<file path="config.mk">
export PLATFORM = sky130hd
export DESIGN_NAME = sci_div_cell
export DESIGN_NICKNAME = d
export VERILOG_FILES = /design/src/hw/rtl/sci_pkg.sv /design/src/hw/rtl/sci_div_cell.sv
export SDC_FILE = /design/constraint.sdc
export NUM_CORES = 1
export LEC_CHECK = 0
export BUFFER_PORTS_ARGS = -buffer_cell sky130_fd_sc_hd__clkbuf_2
export CORE_AREA = 2 2 118 120
export DETAILED_ROUTE_END_ITERATION = 10
export DIE_AREA = 0 0 120 122
export HOLD_SLACK_MARGIN = 0.12
export PLACE_DENSITY = 0.77
export SLEW_MARGIN = 15
export SYNTH_ARGS = -nofsm -noshare
export SYNTH_HDL_FRONTEND = slang
export SYNTH_SLANG_ARGS = --single-unit
</file>
<file path="constraint.sdc">
create_clock -name clk -period 3.26 [get_ports clk]
set_input_delay 0.163 -clock clk [delete_from_list [all_inputs] [get_ports clk]]
set_output_delay 0.163 -clock clk [all_outputs]
set_load 0.01 [all_outputs]
</file>
<file path="src/hw/rtl/sci_pkg.sv">
// ----------------------------------------------------------------------------
// sci_pkg
// Types and width constants shared by the segment/circle intersection unit.
// ----------------------------------------------------------------------------
package sci_pkg;

  // coordinate width of every coordinate field; the radius is one bit narrower
  localparam int CB = 16;
  // segment and offset differences
  localparam int DW = CB + 1;
  // a = d.d, unsigned
  localparam int AW = 2 * DW;
  // h = d.p and c = p.p - r^2, signed
  localparam int HW = AW + 1;
  // discriminant magnitude fed to the square root, even
  localparam int RW = 2 * HW - 2;
  // square root bits
  localparam int SW = RW / 2;
  // numerator -h +- s, signed
  localparam int NW = HW + 1;
  // numerator times a difference, signed
  localparam int PW = NW + DW;
  // rounding dividend 2|p| + a
  localparam int MW = PW + 1;
  // quotient bits kept; larger quotients lie outside the box
  localparam int QB = DW + 1;
  // rebuilt point, signed
  localparam int XW = QB + 2;

  typedef struct packed {
    logic signed [CB-1:0] start_x;
    logic signed [CB-1:0] start_y;
    logic signed [CB-1:0] end_x;
    logic signed [CB-1:0] end_y;
    logic signed [CB-1:0] centre_x;
    logic signed [CB-1:0] centre_y;
    logic        [CB-2:0] radius;
  } seg_item_t;

  typedef struct packed {
    logic                 first_valid;
    logic signed [CB-1:0] first_x;
    logic signed [CB-1:0] first_y;
    logic                 second_valid;
    logic signed [CB-1:0] second_x;
    logic signed [CB-1:0] second_y;
    logic                 degenerate;
  } seg_result_t;

endpackage

</file>
<file path="src/hw/rtl/sci_div_cell.sv">
// ----------------------------------------------------------------------------
// sci_div_cell
// One quotient bit of the restoring divider: subtracts the shifted divisor
// when it fits and hands dividend residue, divisor and quotient onward.
// ----------------------------------------------------------------------------
module sci_div_cell #(
  parameter int MW  = sci_pkg::MW,
  parameter int AW  = sci_pkg::AW,
  parameter int QB  = sci_pkg::QB,
  parameter int BIT = 0
) (
  input  logic          clk,
  input  logic [MW-1:0] num_in,
  input  logic [AW:0]   den_in,
  input  logic [QB-1:0] quo_in,
  output logic [MW-1:0] num_out,
  output logic [AW:0]   den_out,
  output logic [QB-1:0] quo_out
);

  logic          fits;
  logic [QB-1:0] quo_next;

  // test the divisor at this bit weight
  always_comb begin
    fits          = (num_in >> BIT) >= MW'(den_in);
    quo_next      = quo_in;
    quo_next[BIT] = fits;
  end

  // advance to the next cell
  always_ff @(posedge clk) begin
    num_out <= fits ? num_in - (MW'(den_in) << BIT) : num_in;
    den_out <= den_in;
    quo_out <= quo_next;
  end

endmodule

</file>
==> flow_metrics.env <==
export IMPL_status="finished, final reports clean"
export IMPL_sequential_power_share_pct=41.7
export IMPL_worst_hold_path_type="in2reg"
export IMPL_comb_power_share_pct=27.9
export IMPL_ys_ff_latch=107
export IMPL_layoutNonFillerInstCount=1077
export IMPL_detailroute_via_count=5361
export IMPL_layout_drive_gt1_share_pct=30.5
export IMPL_critical_path_peak_fanout=37
export IMPL_root_buffer="sky130_fd_sc_hd__clkbuf_16"
export IMPL_flow_area_growth_from_synthesis_pct=51.2
export IMPL_dp_slack_ns=0.180
export IMPL_path_clk_slew_ns=0.08
export IMPL_drt_first_iter_violations=438
export IMPL_p_clk_share_pct=30.4
export IMPL_cts_buffers=9
export IMPL_die_area_sq_um=14600
export IMPL_synth_lib_cells_used_distinct=59
export IMPL_finalWeightedCongestion=0.835
export IMPL_p_switching_mw=1.10
export IMPL_grt_antenna_before_repair=0
export IMPL_vdd_ir_drop_max_uv=295
export IMPL_finalCoreUtilization_pct=58.7
export IMPL_clock_tree_from_tritoncts="built"
export IMPL_crit_required_ns=3.51
export IMPL_period_needed_ns=3.16
export IMPL_layout_common_cells="sky130_fd_sc_hd__clkbuf_2 (212), sky130_fd_sc_hd__dfxtp_1 (107), sky130_fd_sc_hd__dlygate4sd3_1 (106), sky130_fd_sc_hd__a21oi_1 (58), sky130_fd_sc_hd__nor2_1 (55)"
export IMPL_placement_rows=43
export IMPL_postSynthNetCount=720
export IMPL_h_tree_depth=3
export IMPL_synth_seq_area_share_pct=40.9
export IMPL_synth_avg_cell_area_sq_um=9.10
export IMPL_setup_ws_ns=0.0956
export IMPL_drt_wirelength_per_cell_um=14.7
export IMPL_finalSetupViolations=0
export IMPL_final_period_utilization_pct=97.1
export IMPL_crit_type="in2reg"
export IMPL_clock_sink_count=107
export IMPL_post_place_cells=951
export IMPL_multi_input_comb_area_sq_um=2850
export IMPL_min_from="num_in[0]"
export IMPL_num_antenna_cells=0
export IMPL_ys_async_sr_fraction_pct=0
export IMPL_worst_endpoint_arrival_ns=3.42
export IMPL_place_port_buffers=213
export IMPL_synth_yosys_warnings=0
export IMPL_startpoint_kind_of_the_worst_setup_timing_path="primary input"
export IMPL_critical_path_startpoint="den_in[0]"
export IMPL_half_perimeter_wire_length_after_placement_um=10900
export IMPL_grt_setup_unrepaired="false"
export IMPL_initial_core_util_pct=38.8
export IMPL_finalWirelength_um=15900
export IMPL_die_width_um=120
export IMPL_grt_met1_usage_pct=24.7
export IMPL_crit_path_end="num_out[9]"
export IMPL_post_synth_inst_count=576
export IMPL_static_leakage_power_nw=3.87
export IMPL_placedInstanceArea_sq_um=6460
export IMPL_grtUsageTotal_pct=20.8
export IMPL_setup_total_negative_slack_ns=0
export IMPL_post_drt_via_cell_ratio=4.98
export IMPL_die_h_um=122
export IMPL_core_sq_um=13500
export IMPL_boundaryPins=215
export IMPL_cp_end_kind="flop"
export IMPL_fillCellCount=1100
export IMPL_synthesized_area_sq_um=5240
export IMPL_cts_root_to_sink_buffers=2
export IMPL_grt_first_pass_wirelength_um=24600
export IMPL_synth_edf_count=0
export IMPL_grt_start_max_net_pins=38
export IMPL_final_max_slew_violation_count=0
export IMPL_layout_cells_most_common="sky130_fd_sc_hd__clkbuf_2"
export IMPL_nNetsFinal=1036
export IMPL_power_share_switching_pct=30.7
export IMPL_dominantRegCellSynth="sky130_fd_sc_hd__dfxtp_1"
export IMPL_final_antenna_net_count=0
export IMPL_timing_max_cap_violations=0
export IMPL_max_slew_margin_pct=57.0
export IMPL_min_delay_path_depth=4
export IMPL_finalHoldViolations=0
export IMPL_first_global_vias=5261
export IMPL_area_sequential_sq_um=2140
export IMPL_power_per_cell_area_nw_per_um2=454
export IMPL_maxClockFrequency_ghz=0.316
export IMPL_final_design_area_no_fill_sq_um=7930
export IMPL_met3_usage_pct=4.26
export IMPL_grt_remaining_overflow=0
export IMPL_worst_slew_pin_slew_ns=0.640
export IMPL_drc=0
export IMPL_top_usage_layer="met2"
export IMPL_p_int_mw=2.49
export IMPL_drt_pre_antenna_iters=6
export IMPL_globalRouteMet2Util_pct=37.5
## through the flow
stage | hold slack (ns) | power [mW]
finish | 0.246 | 3.60
CTS | 0.227 | 3.60
floorplan | 0.191 | 2.06
detailed placement | 0.268 | 2.40
global route | 0.262 | 3.76
global placement | 0.265 | 2.39
## layout make-up
cell class,instances,area share [%]
multi-input combinational,400,35.9
timing repair buffer,331,28.4
sequential,107,27.0
clock buffer,9,2.84
tap,180,2.84
inverter,43,2.04
clock inverter,7,1.01
## critical path: stages
cell                            delay, ns
sky130_fd_sc_hd__dlygate4sd3_1       0.56
sky130_fd_sc_hd__ha_2                0.18
sky130_fd_sc_hd__inv_1               0.06
sky130_fd_sc_hd__fa_2                0.35
sky130_fd_sc_hd__a21o_1              0.21
sky130_fd_sc_hd__a221o_1             0.38
sky130_fd_sc_hd__a221oi_2            0.34
sky130_fd_sc_hd__a21oi_2             0.11
sky130_fd_sc_hd__a221o_2             0.41
sky130_fd_sc_hd__buf_4               0.28
sky130_fd_sc_hd__mux2_4              0.34
## registers in the layout, indices dropped and copies added, names as in the netlist
register and flops:
den_out 35, num_out 54, quo_out 18
## cell families (layout without fill, tap and decap cells)
group	Yosys count	count (layout)	share of synthesized area, %
DFF	107	107	40.9
and+or+nand+nor	162	162	16.5
xor gates and xnor gates	50	50	8.35
adders and majority gates	36	36	8.74
muxes	12	12	3.29
buffers and inverters	69	390	5.56
AOI/OAI and AO/OA	140	140	16.7
## timing repair
action	4_1_cts	5_1_grt
setup endpoints to repair	0	28
gates resized for setup	0	10
hold endpoints to repair	106	0
hold buffers	106	0
setup buffers	0	4
## power groups by stage
stage / logic (mW) / clock network [mW] / registers [mW]
detailed placement: 0.875 / 0 / 1.53
CTS: 0.985 / 1.12 / 1.50
finish: 1.00 / 1.09 / 1.50
global route: 1.09 / 1.16 / 1.51
floorplan: 0.453 / 0 / 1.61
global placement: 0.869 / 0 / 1.52
## synthesized netlist by cell type, types with 5 or more instances
| cell | instances | area [sq um] |
|---|---|---|
| sky130_fd_sc_hd__a31oi_1 | 8 | 50.1 |
| sky130_fd_sc_hd__and3_1 | 5 | 31.3 |
| sky130_fd_sc_hd__o21ai_0 | 20 | 100 |
| sky130_fd_sc_hd__ha_1 | 35 | 438 |
| sky130_fd_sc_hd__a21o_1 | 20 | 150 |
| sky130_fd_sc_hd__xnor2_1 | 32 | 280 |
| sky130_fd_sc_hd__nand2_1 | 33 | 124 |
| sky130_fd_sc_hd__clkbuf_1 | 20 | 75.1 |
| sky130_fd_sc_hd__nand4_1 | 19 | 119 |
| sky130_fd_sc_hd__nor3_1 | 7 | 35.0 |
| sky130_fd_sc_hd__o21bai_1 | 6 | 45.0 |
| sky130_fd_sc_hd__a21oi_1 | 59 | 295 |
| sky130_fd_sc_hd__inv_1 | 43 | 161 |
| sky130_fd_sc_hd__dfxtp_1 | 107 | 2140 |
| sky130_fd_sc_hd__nand2b_1 | 6 | 37.5 |
| sky130_fd_sc_hd__xor2_1 | 18 | 158 |
| sky130_fd_sc_hd__nor2_1 | 55 | 206 |
| sky130_fd_sc_hd__nand3_1 | 6 | 30.0 |
| sky130_fd_sc_hd__mux2_4 | 10 | 150 |
## how the worst min path moves through the flow
| stage | end |
|---|---|
| global route | num_out[0] |
| floorplan | den_out[0] |
| global placement | quo_out[14] |
| finish | num_out[0] |
| CTS | num_out[0] |
| detailed placement | quo_out[15] |
## metal layers
layer	wire [um]	share of wire [%]	vias up
li1	-	-	2647
met1	6770	43	2452
met2	7810	49	233
met3	949	6.0	29
met4	340	2.1	0
met5	0	0	-
Note: power is estimated with default switching activity, not from simulation.
