==> src/hw/rtl/sci_pkg.sv <==
// ----------------------------------------------------------------------------
// sci_pkg
// Types and width constants shared by the segment/circle intersection unit.
// ----------------------------------------------------------------------------
package sci_pkg;

  // coordinate width of every coordinate field; the radius is one bit narrower
  localparam int CB = 16;
  // segment and offset differences
  localparam int DW = CB + 1;
  // a = d.d, unsigned
  localparam int AW = 2 * DW;
  // h = d.p and c = p.p - r^2, signed
  localparam int HW = AW + 1;
  // discriminant magnitude fed to the square root, even
  localparam int RW = 2 * HW - 2;
  // square root bits
  localparam int SW = RW / 2;
  // numerator -h +- s, signed
  localparam int NW = HW + 1;
  // numerator times a difference, signed
  localparam int PW = NW + DW;
  // rounding dividend 2|p| + a
  localparam int MW = PW + 1;
  // quotient bits kept; larger quotients lie outside the box
  localparam int QB = DW + 1;
  // rebuilt point, signed
  localparam int XW = QB + 2;

  typedef struct packed {
    logic signed [CB-1:0] start_x;
    logic signed [CB-1:0] start_y;
    logic signed [CB-1:0] end_x;
    logic signed [CB-1:0] end_y;
    logic signed [CB-1:0] centre_x;
    logic signed [CB-1:0] centre_y;
    logic        [CB-2:0] radius;
  } seg_item_t;

  typedef struct packed {
    logic                 first_valid;
    logic signed [CB-1:0] first_x;
    logic signed [CB-1:0] first_y;
    logic                 second_valid;
    logic signed [CB-1:0] second_x;
    logic signed [CB-1:0] second_y;
    logic                 degenerate;
  } seg_result_t;

endpackage

==> src/hw/rtl/sci_sqrt_cell.sv <==
// ----------------------------------------------------------------------------
// sci_sqrt_cell
// One digit step of the floor square root: takes two radicand bits, tries
// the next root bit and hands remainder, root and radicand to the next cell.
// ----------------------------------------------------------------------------
module sci_sqrt_cell #(
  parameter int RW = sci_pkg::RW,
  parameter int SW = sci_pkg::SW
) (
  input  logic          clk,
  input  logic [RW-1:0] rad_in,
  input  logic [SW:0]   rem_in,
  input  logic [SW-1:0] root_in,
  output logic [RW-1:0] rad_out,
  output logic [SW:0]   rem_out,
  output logic [SW-1:0] root_out
);

  logic [SW+2:0] trial;
  logic [SW+2:0] test;
  logic [SW+2:0] diff;
  logic          fits;

  // bring down two bits and test against 4*root + 1
  always_comb begin
    trial = {rem_in, rad_in[RW-1 -: 2]};
    test  = {1'b0, root_in, 2'b01};
    fits  = trial >= test;
    diff  = trial - test;
  end

  // advance to the next cell
  always_ff @(posedge clk) begin
    rad_out  <= rad_in << 2;
    rem_out  <= fits ? diff[SW:0] : trial[SW:0];
    root_out <= {root_in[SW-2:0], fits};
  end

endmodule

==> config.mk <==
export PLATFORM = sky130hd
export DESIGN_NAME = sci_sqrt_cell
export DESIGN_NICKNAME = d
export VERILOG_FILES = /design/src/hw/rtl/sci_pkg.sv /design/src/hw/rtl/sci_sqrt_cell.sv
export SDC_FILE = /design/constraint.sdc
export NUM_CORES = 1
export LEC_CHECK = 0
export ABC_CLOCK_PERIOD_IN_PS = 5600
export BUFFER_PORTS_ARGS = -buffer_cell sky130_fd_sc_hd__clkbuf_2
export CAP_MARGIN = 20
export CORE_MARGIN = 4
export CORE_UTILIZATION = 48
export CTS_BUF_LIST = sky130_fd_sc_hd__clkbuf_4 sky130_fd_sc_hd__clkbuf_8 sky130_fd_sc_hd__clkbuf_16
export DETAILED_ROUTE_END_ITERATION = 10
export GPL_ROUTABILITY_DRIVEN = 0
export GPL_TIMING_DRIVEN = 0
export PLACE_DENSITY = 0.85
export SYNTH_ARGS = -nofsm -noshare
export SYNTH_HDL_FRONTEND = slang
export SYNTH_SLANG_ARGS = --single-unit
==> constraint.sdc <==
create_clock -name clk -period 5.6 [get_ports clk]
set_input_delay 0 -clock clk [delete_from_list [all_inputs] [get_ports clk]]
set_output_delay 0 -clock clk [all_outputs]
set_load 0.05 [all_outputs]
==> results of run 1 <==
[layout make-up]
class	count	area, um^2	area share [%]
multi-input combinational	318	2195	25.27
tap	136	170.2	1.959
clock buffer	18	421.7	4.855
clock inverter	14	161.4	1.858
inverter	44	165.2	1.901
timing repair buffer	413	2773	31.92
buffer	17	97.59	1.124
sequential	135	2703	31.11
[synth_stat cells, drive strengths merged (2+ instances only)]
master and n:
ha 36, mux2i 2, o31ai 3, a31oi 3
o211ai 4, a211oi 2, nand3 8, nor3 5
nand2b 3, o2111a 2, o22ai 2, xor2 12
nand4 12, nand2 25, clkbuf 7, dfxtp 135
and2 2, xnor2 21, a211o 2, inv 44
o21ai 19, mux2 7, a21oi 60, o22a 2
or2 2, nor2b 6, buf 10, o21a 4
nor2 40, o21bai 3, a21o 18
[state kept, by name, indices dropped and copies added, names as in the netlist]
signal    cells
rad_out      66
rem_out      35
root_out     34
[cell usage in the layout (no fill, tap or decap), drive strengths merged, types with 4 or more instances in the layout]
cell and count:
clkbuf 297, dlygate4sd3 141, dfxtp 135, a21oi 60
inv 52, nor2 40, ha 36, nand2 25
xnor2 21, o21ai 19, a21o 18, nand4 12
xor2 12, buf 10, nand3 8, mux2 7
nor2b 6, nor3 5, o21a 4, o211ai 4
[logic make-up (layout without fill, tap and decap cells)]
family	after synthesis	in the layout	share of synthesized area (%)
flops	135	135	52.41
compound gates	131	131	16.60
simple gates	107	107	9.561
buf+inv	61	506	5.096
fa+ha+maj	36	36	8.736
xor+xnor	33	33	5.605
mux	9	9	1.917
other cells	1	2	0.07273
[per-layer routing]
layer | vias up | global-route usage (%) | wire length [um]
met5 | - | 0 | 0
met4 | 0 | 21.65 | 1424
met2 | 399 | 66.07 | 11670
li1 | 2621 | - | -
met1 | 2735 | 36.92 | 7878
met3 | 106 | 9.022 | 1683
[per-stage QoR]
stage                     hold slack [ns]  power (uW)
after detailed placement           0.1039        1890
after global routing               0.1267        3236
final                              0.1152        3147
after global placement             0.1022        1879
after CTS                         0.09754        3079
after floorplan                   0.02772        1680
[path summary, 6_finish.rpt]
check / endpoint / start / depth (start not counted)
worst min-delay path: rad_out[9]$_DFF_P_ / rad_in[7] / 2
worst max-delay path: rem_out[34]$_DFF_P_ / root_in[1] / 15
[critical path: stages]
cell and delay (ns):
dlygate4sd3_1 0.56, clkbuf_2 0.13, inv_1 0.06, ha_1 0.38, o211ai_1 0.17, o211ai_2 0.22, o2111ai_1 0.20, o211ai_2 0.31
a21o_1 0.24, a21oi_2 0.13, o41ai_4 0.60, buf_6 0.27, mux2i_1 0.19, nand3b_1 0.08, dlygate4sd3_1 0.57
[where the power goes]
part / internal, uW / switching [uW]
registers: 1060 / 34.4
logic: 297 / 632
clock network: 652 / 477
==> key figures, run 1 <==
Status
  • Status: complete, no violations

Die
  • Io pins: approximately 280
  • Die boundary width: 111.6 um
  • Starting Density: 49.50%
  • Cell Rows: 37
  • CORE AREA: between 10000 and 15000 um^2
  • Die area: 12460 um^2
  • Die Y: 111.6 um

Synth
  • Top FF cell, synth: dfxtp_1
  • Count of state elements after synthesis: roughly 140
  • Cells after synthesis: about 510
  • Post-Syn Area: 5156 um^2
  • Top cell type's share of synthesized area: a little over half
  • Netlist cell types: 48
  • Avg Cell Area, Syn: slightly above 10 um^2
  • Ys Warns: 0
  • Synth area leaders: dfxtp_1, ha_1, a21oi_1
  • Sequential area share after synthesis: about 52%
  • Synth area leader: dfxtp_1
  • Post-synth EDFFs: 0
  • Async set-reset flop share out of synthesis: 0%

Detailed routing
  • ANT nets after route: 0
  • DRT Pass-1 Iters: 5
  • Residual DRC: 0
  • Detailed Route Iter0 Violations: 393
  • DR WL/cell: a little over 20 um
  • Routed wire length: around 23 mm
  • Vias: about 5900
  • Avg Vias per Cell: 5.353

Clock tree
  • Num Clock Sinks: 135
  • Htree depth: 4
  • Post-CTS setup buffer count: 0
  • Reg clk slew, reported paths: 0.07 ns
  • Post_cts resized: 0
  • Clock tree buffer depth: 2
  • CTS tree: built
  • Cts hold-fix bufs: between 100 and 150
  • CTS buffer count: 17
  • Clk root buf: clkbuf_8

Global routing
  • Vias in the first global route: 6283
  • Antenna violations before repair: 0
  • Pin count of the biggest net entering global routing: 17
  • First-pass GRT wire length: ~35 mm
  • Overflow after GRT: 0
  • Tot GR Track Use: a little over a third

Power and ir drop
  • LEAKAGE: between 0.004 and 0.005 uW
  • Peak VDD IR: 277.0 uV
  • PD cells: between 300 and 400 nW/um^2

Cells and area
  • Fin util: between 80% and 90%
  • # fillers: 522
  • Final Cell Area: 8686 um^2
  • Cell Count, Final, Fillers Out: 1095
  • Area delta synth->final: 68.45%
  • Diode count: 0
  • Final #Nets: 1120
  • Fraction of layout cells with a size suffix above 1: between 30% and 40%

Timing
  • RSZ-0062 raised after global routing: no
  • Final Max Slew Viols: 0
  • Final hold viol count: 0
  • Least-Margin Pin Slew: between 0.6 and 0.7 ns
  • Fin worst setup slack: 1.877 ns
  • TNS Setup: 0 ns
  • Min Tclk post-route: 3.723 ns
  • Slew HR: between 50% and 60%
  • Fin crit share: around two thirds
  • Fmax: roughly 270 MHz
  • # setup viols final: 0

Setup path
  • CP Class: in -> reg
  • Crit Path Max Fanout: 10
  • Setup crit end kind: flip-flop
  • Startpoint types: input port
  • WP data required: roughly 6 ns
  • CP arrival: around 4.1 ns

Place
  • Detailed placement HPWL: approximately 12 mm
  • Pre-CTS setup slack: ~2.6 ns
  • I/O Buffers: between 200 and 300
  • Placed Cells: 922
  • Placed standard-cell area: 6691 um^2

Run
  • Max Cap Viol: 0

Min path
  • Hold/Removal Path Class: in -> reg
Power figures use the tool's default switching activity.
==> run 2, diff against run 1 <==
--- a/config.mk
+++ b/config.mk
@@ -5,16 +5,16 @@
 export SDC_FILE = /design/constraint.sdc
 export NUM_CORES = 1
 export LEC_CHECK = 0
-export ABC_CLOCK_PERIOD_IN_PS = 5600
+export ABC_CLOCK_PERIOD_IN_PS = 3500
 export BUFFER_PORTS_ARGS = -buffer_cell sky130_fd_sc_hd__clkbuf_2
 export CAP_MARGIN = 20
 export CORE_MARGIN = 4
-export CORE_UTILIZATION = 48
+export CORE_UTILIZATION = 45
 export CTS_BUF_LIST = sky130_fd_sc_hd__clkbuf_4 sky130_fd_sc_hd__clkbuf_8 sky130_fd_sc_hd__clkbuf_16
 export DETAILED_ROUTE_END_ITERATION = 10
 export GPL_ROUTABILITY_DRIVEN = 0
 export GPL_TIMING_DRIVEN = 0
-export PLACE_DENSITY = 0.85
+export PLACE_DENSITY = 0.8
 export SYNTH_ARGS = -nofsm -noshare
 export SYNTH_HDL_FRONTEND = slang
 export SYNTH_SLANG_ARGS = --single-unit
==> constraint.sdc (replaced) <==
create_clock -name clk -period 3.5 [get_ports clk]
set_input_delay 0 -clock clk [delete_from_list [all_inputs] [get_ports clk]]
set_output_delay 0 -clock clk [all_outputs]
set_load 0.05 [all_outputs]
==> key figures, run 2 (synthesized netlist as in run 1, its figures left out) <==
Die
  • Die Y: roughly 120 um
  • Io pins: 275
  • Starting Density: 46.74%
  • Die boundary width: ~120 um
  • Cell Rows: 38
  • Die area: roughly 13000 um^2
  • CORE AREA: between 10000 and 15000 um^2

Global routing
  • Overflow after GRT: 0
  • First-pass GRT wire length: 30.88 mm
  • Pin count of the biggest net entering global routing: 17
  • Antenna violations before repair: 2
  • Tot GR Track Use: around 30%
  • Vias in the first global route: ~6000

Clock tree
  • Num Clock Sinks: about 140
  • Clk root buf: clkbuf_16
  • Post_cts resized: 0
  • Htree depth: 4
  • CTS tree: built
  • Post-CTS setup buffer count: 0
  • CTS buffer count: 17
  • Clock tree buffer depth: 2
  • Reg clk slew, reported paths: roughly 0.060 ns

Timing
  • # setup viols final: 0
  • Fmax: approximately 310 MHz
  • Fin crit share: ~91%
  • RSZ-0062 raised after global routing: no
  • Slew HR: between 50% and 60%
  • TNS Setup: 0 ns
  • Final hold viol count: 0
  • Min Tclk post-route: 3.182 ns
  • Final Max Slew Viols: 0
  • Least-Margin Pin Slew: approximately 0.6 ns

Place
  • Placed Cells: between 900 and 1000
  • Detailed placement HPWL: approximately 12 mm
  • I/O Buffers: about 270

Detailed routing
  • DRT Pass-1 Iters: 5
  • Routed wire length: 20.47 mm
  • DR WL/cell: between 15 and 20 um
  • Detailed Route Iter0 Violations: roughly 360
  • ANT nets after route: 0
  • Vias: about 5500
  • Residual DRC: 0
  • Avg Vias per Cell: about 5.1

Cells and area
  • Fraction of layout cells with a size suffix above 1: 34.21%
  • Area delta synth->final: 67.29%
  • Most frequent cells in the layout: clkbuf_2, dlygate4sd3_1, dfxtp_1
  • Reg area: around 2700 um^2
  • Most common cell after layout, fill and taps aside: clkbuf_2
  • Max reg flops: 66
  • Largest registers: rad_out x66, rem_out x35, root_out x34
  • Largest register by flop count: rad_out
  • Final #Nets: 1114
  • Area of the multi-input gates: 2195 um^2
  • # fillers: 666
  • Cell Count, Final, Fillers Out: ~1100

Power and ir drop
  • LEAKAGE: between 0.004 and 0.005 uW
  • PD cells: roughly 570 nW/um^2
  • Peak VDD IR: between 400 and 500 uV

Status
  • Status: complete, no violations

Setup path
  • CP Capture Point: rem_out[20]$_DFF_P_
  • Setup crit end kind: flip-flop
  • Crit Path Max Fanout: 10
  • CP arrival: 3.47 ns
  • Startpoint types: input port
  • Crit path launch: root_in[1]
  • WP data required: approximately 3.8 ns
  • CP Class: in -> reg

Min path
  • Hold/Removal Path Class: in -> reg
  • Hold Crit Depth: 4

Run
  • Max Cap Viol: 0
-- run 2: cell types whose count changed in the layout (fill, tap and decap cells not counted), moves of 2 or more --
cell	change
dlygate4sd3_1	-6
bufinv_16	-2
inv_8	+2
diode_2	+2
-- run 2: per-stage QoR --
step                      power (uW)  hold slack [ns]  util, %  worst slack [ns]  area (um^2)
after floorplan                 2688          0.02772        -             1.166         5160
after global placement          3011           0.1024    60.71            0.4908         6696
after detailed placement        3027           0.1039    60.71            0.4859         6696
after CTS                       4861          0.08919    78.15            0.3612         8621
after global routing            5088           0.1434    78.20            0.1577         8626
final                           4908           0.1505    78.20            0.3184         8626
-- run 2: how the worst min path moves through the flow --
| stage | startpoint | end | slack, ns |
|---|---|---|---|
| global placement | rad_in[12] | rad_out[14]$_DFF_P_ | 0.10 |
| global route | rem_in[33] | rem_out[29]$_DFF_P_ | 0.14 |
| detailed placement | rad_in[6] | rad_out[8]$_DFF_P_ | 0.10 |
| finish | rem_in[33] | rem_out[29]$_DFF_P_ | 0.15 |
| CTS | rem_in[33] | rem_out[29]$_DFF_P_ | 0.09 |
| floorplan | rad_in[8] | rad_out[10]$_DFF_P_ | 0.03 |
-- run 2: timing repair --
item                                   in CTS  in global routing
hold buffers                              135                  0
setup endpoints to repair                   0                  0
endpoints found under the hold margin     134                  0
-- run 2: layout make-up --
type,count,area share (%)
inverter,44,1.915
buffer,17,1.131
clock inverter,14,1.552
timing repair buffer,407,31.45
multi-input combinational,318,25.44
antenna,2,0.05802
clock buffer,18,5.091
sequential,135,31.33
tap,140,2.031
-- run 2: routing by layer --
metal / GRT usage [%] / up-vias / part of all wire (%)
met5: 0 / - / 0
met2: 55.86 / 279 / 52
met4: 17.53 / 0 / 5.9
li1: - / 2621 / -
met3: 7.579 / 74 / 6.2
met1: 31.14 / 2566 / 36
-- run 2: power by group --
part	leakage [uW]	switching, uW	internal (uW)
Sequential	0.00114	48.9	1690
Clock	0.000273	781	961
Combinational	0.00294	974	455
-- run 2: worst max-delay path: stages --
cell,delay (ns)
dlygate4sd3_1,0.53
clkbuf_2,0.12
inv_1,0.05
ha_1,0.35
o211ai_1,0.15
o211ai_2,0.20
o2111ai_1,0.18
o211ai_2,0.31
a21o_1,0.25
a21oi_2,0.13
o41ai_4,0.59
buf_6,0.26
mux2_1,0.34
==> run 3, diff against run 2 <==
--- a/config.mk
+++ b/config.mk
@@ -6,7 +6,7 @@
 export NUM_CORES = 1
 export LEC_CHECK = 0
 export ABC_CLOCK_PERIOD_IN_PS = 3500
-export BUFFER_PORTS_ARGS = -buffer_cell sky130_fd_sc_hd__clkbuf_2
+export BUFFER_PORTS_ARGS = -buffer_cell sky130_fd_sc_hd__buf_2
 export CAP_MARGIN = 20
 export CORE_MARGIN = 4
 export CORE_UTILIZATION = 45
@@ -18,3 +18,4 @@
 export SYNTH_ARGS = -nofsm -noshare
 export SYNTH_HDL_FRONTEND = slang
 export SYNTH_SLANG_ARGS = --single-unit
+export TNS_END_PERCENT = 30
==> constraint.sdc (replaced) <==
create_clock -name clk -period 3.5 [get_ports clk]
set_input_delay 0 -clock clk [delete_from_list [all_inputs] [get_ports clk]]
set_output_delay 0 -clock clk [all_outputs]
set_load 0.01 [all_outputs]
==> key figures, run 3 (synthesized netlist as in run 1, its figures left out) <==
Timing
  • Final hold viol count: 0
  • # setup viols final: 0
  • RSZ-0062 raised after global routing: no
  • Final Max Slew Viols: 0
  • TNS Setup: 0 ns
  • Fin worst setup slack: 0.1769 ns
  • Least-Margin Pin Slew: 0.5298 ns
  • Fin crit share: 94.95%
  • Min Tclk post-route: roughly 3.3 ns
  • Fmax: approximately 300 MHz
  • Slew HR: between 60% and 70%

Min path
  • Hold/Removal Path Class: in -> reg

Cells and area
  • Final #Nets: 1117
  • Most frequent cells in the layout: buf_2, dlygate4sd3_1, dfxtp_1
  • Most common cell after layout, fill and taps aside: buf_2
  • Final Cell Area: 8641 um^2
  • Fin util: about four fifths
  • # fillers: ~650
  • Max reg flops: 66
  • Area delta synth->final: 67.58%
  • Fraction of layout cells with a size suffix above 1: roughly 34%
  • Largest register by flop count: rad_out
  • Largest registers: rad_out x66, rem_out x35, root_out x34

Global routing
  • First-pass GRT wire length: roughly 31 mm
  • Overflow after GRT: 0
  • Pin count of the biggest net entering global routing: 17
  • Vias in the first global route: about 6000
  • Tot GR Track Use: a little under a third
  • Antenna violations before repair: 5

Setup path
  • Startpoint types: input port
  • Crit-path slowest cell: dlygate4sd3_1
  • Crit Path Max Fanout: 10
  • Delay-heaviest family, CP: compound AO/OA/AOI/OAI gates
  • Worst path bufs/invs: 5
  • CP Cell Sequence: dlygate4sd3_1, buf_2, inv_1, ha_1, o211ai_1, o211ai_2, o2111ai_1, o211ai_2, a21o_1, a21oi_2, o41ai_4, buf_4, o22ai_1, dlygate4sd3_1
  • CP Class: in -> reg
  • Critical path's largest stage delay: about 0.59 ns
  • Setup crit end kind: flip-flop
  • CP arrival: 3.62 ns
  • WP data required: around 3.8 ns

Detailed routing
  • Vias: approximately 5700
  • Residual DRC: 0
  • Avg Vias per Cell: about 5
  • Routed wire length: 21.06 mm
  • ANT nets after route: 0
  • DRT Pass-1 Iters: 5
  • DR WL/cell: about 19 um
  • Detailed Route Iter0 Violations: approximately 290

Die
  • Die Y: 115.0 um
  • Starting Density: between 40% and 50%
  • CORE AREA: 11030 um^2
  • Die boundary width: around 120 um
  • Die area: 13240 um^2
  • Io pins: 275
  • Cell Rows: 38

Clock tree
  • Clock tree buffer depth: 2
  • Htree depth: 4
  • Num Clock Sinks: between 100 and 150
  • Post_cts resized: 0
  • CTS buffer count: 17
  • CTS tree: built
  • Clk root buf: clkbuf_16
  • Reg clk slew, reported paths: roughly 0.06 ns

Status
  • Status: complete, no violations

Run
  • Max Cap Viol: 0

Power and ir drop
  • PD cells: 509.2 nW/um^2
  • Peak VDD IR: between 400 and 500 uV
  • LEAKAGE: 0.004304 uW

Place
  • Detailed placement HPWL: 12.17 mm
  • Pre-CTS setup slack: around 0.53 ns
  • Placed standard-cell area: approximately 6700 um^2
  • I/O Buffers: roughly 270
[run 3: cell type report]
type / instances / area, um^2 / area share (%)
Antenna cell: 5 / 12.51 / 0.1448
Clock inverter: 12 / 95.09 / 1.100
Sequential cell: 135 / 2703 / 31.28
Timing Repair Buffer: 410 / 2738 / 31.68
Multi-Input combinational cell: 318 / 2195 / 25.40
Inverter: 44 / 165.2 / 1.911
Buffer: 17 / 97.59 / 1.129
Tap cell: 140 / 175.2 / 2.027
Clock buffer: 20 / 460.4 / 5.329
[run 3: power breakdown]
part	switching (uW)	leakage, uW	total (uW)	internal [uW]
Clock	723	0.000271	1680	960
Sequential	44.4	0.00114	1730	1690
Combinational	518	0.00289	985	467
Total	1290	0.00430	4400	3110
[run 3: worst paths after layout]
kind / slack, ns / from / endpoint / depth (start not counted)
max: 0.18 / root_in[1] / rem_out[29]$_DFF_P_ / 14
min: 0.12 / rem_in[34] / rem_out[34]$_DFF_P_ / 4
[run 3: through the flow]
step	hold WS, ns	std cells	power (uW)
after floorplan	0.02772	514	2232
after global placement	0.1022	926	2551
after detailed placement	0.1039	926	2565
after CTS	0.07209	1094	4334
after global routing	0.1490	1101	4570
final	0.1167	1101	4400
[run 3: timing repair]
| action | CTS | global route |
|---|---|---|
| hold buffers | 136 | 0 |
| setup endpoints to repair | 0 | 2 |
| setup buffers | 0 | 2 |
| endpoints found under the hold margin | 134 | 0 |
[run 3: worst min-delay path, stage by stage]
cell	delay [ns]
buf_2	0.14
a2111oi_4	0.06
a211oi_1	0.17
nand3b_1	0.13
[run 3: metal layers]
metal	track usage [%]	vias up	wire length [um]
met5	0	-	0
met4	20.34	0	1342
met3	10.05	98	1590
met2	56.33	326	10840
met1	29.94	2614	7289
li1	-	2623	-
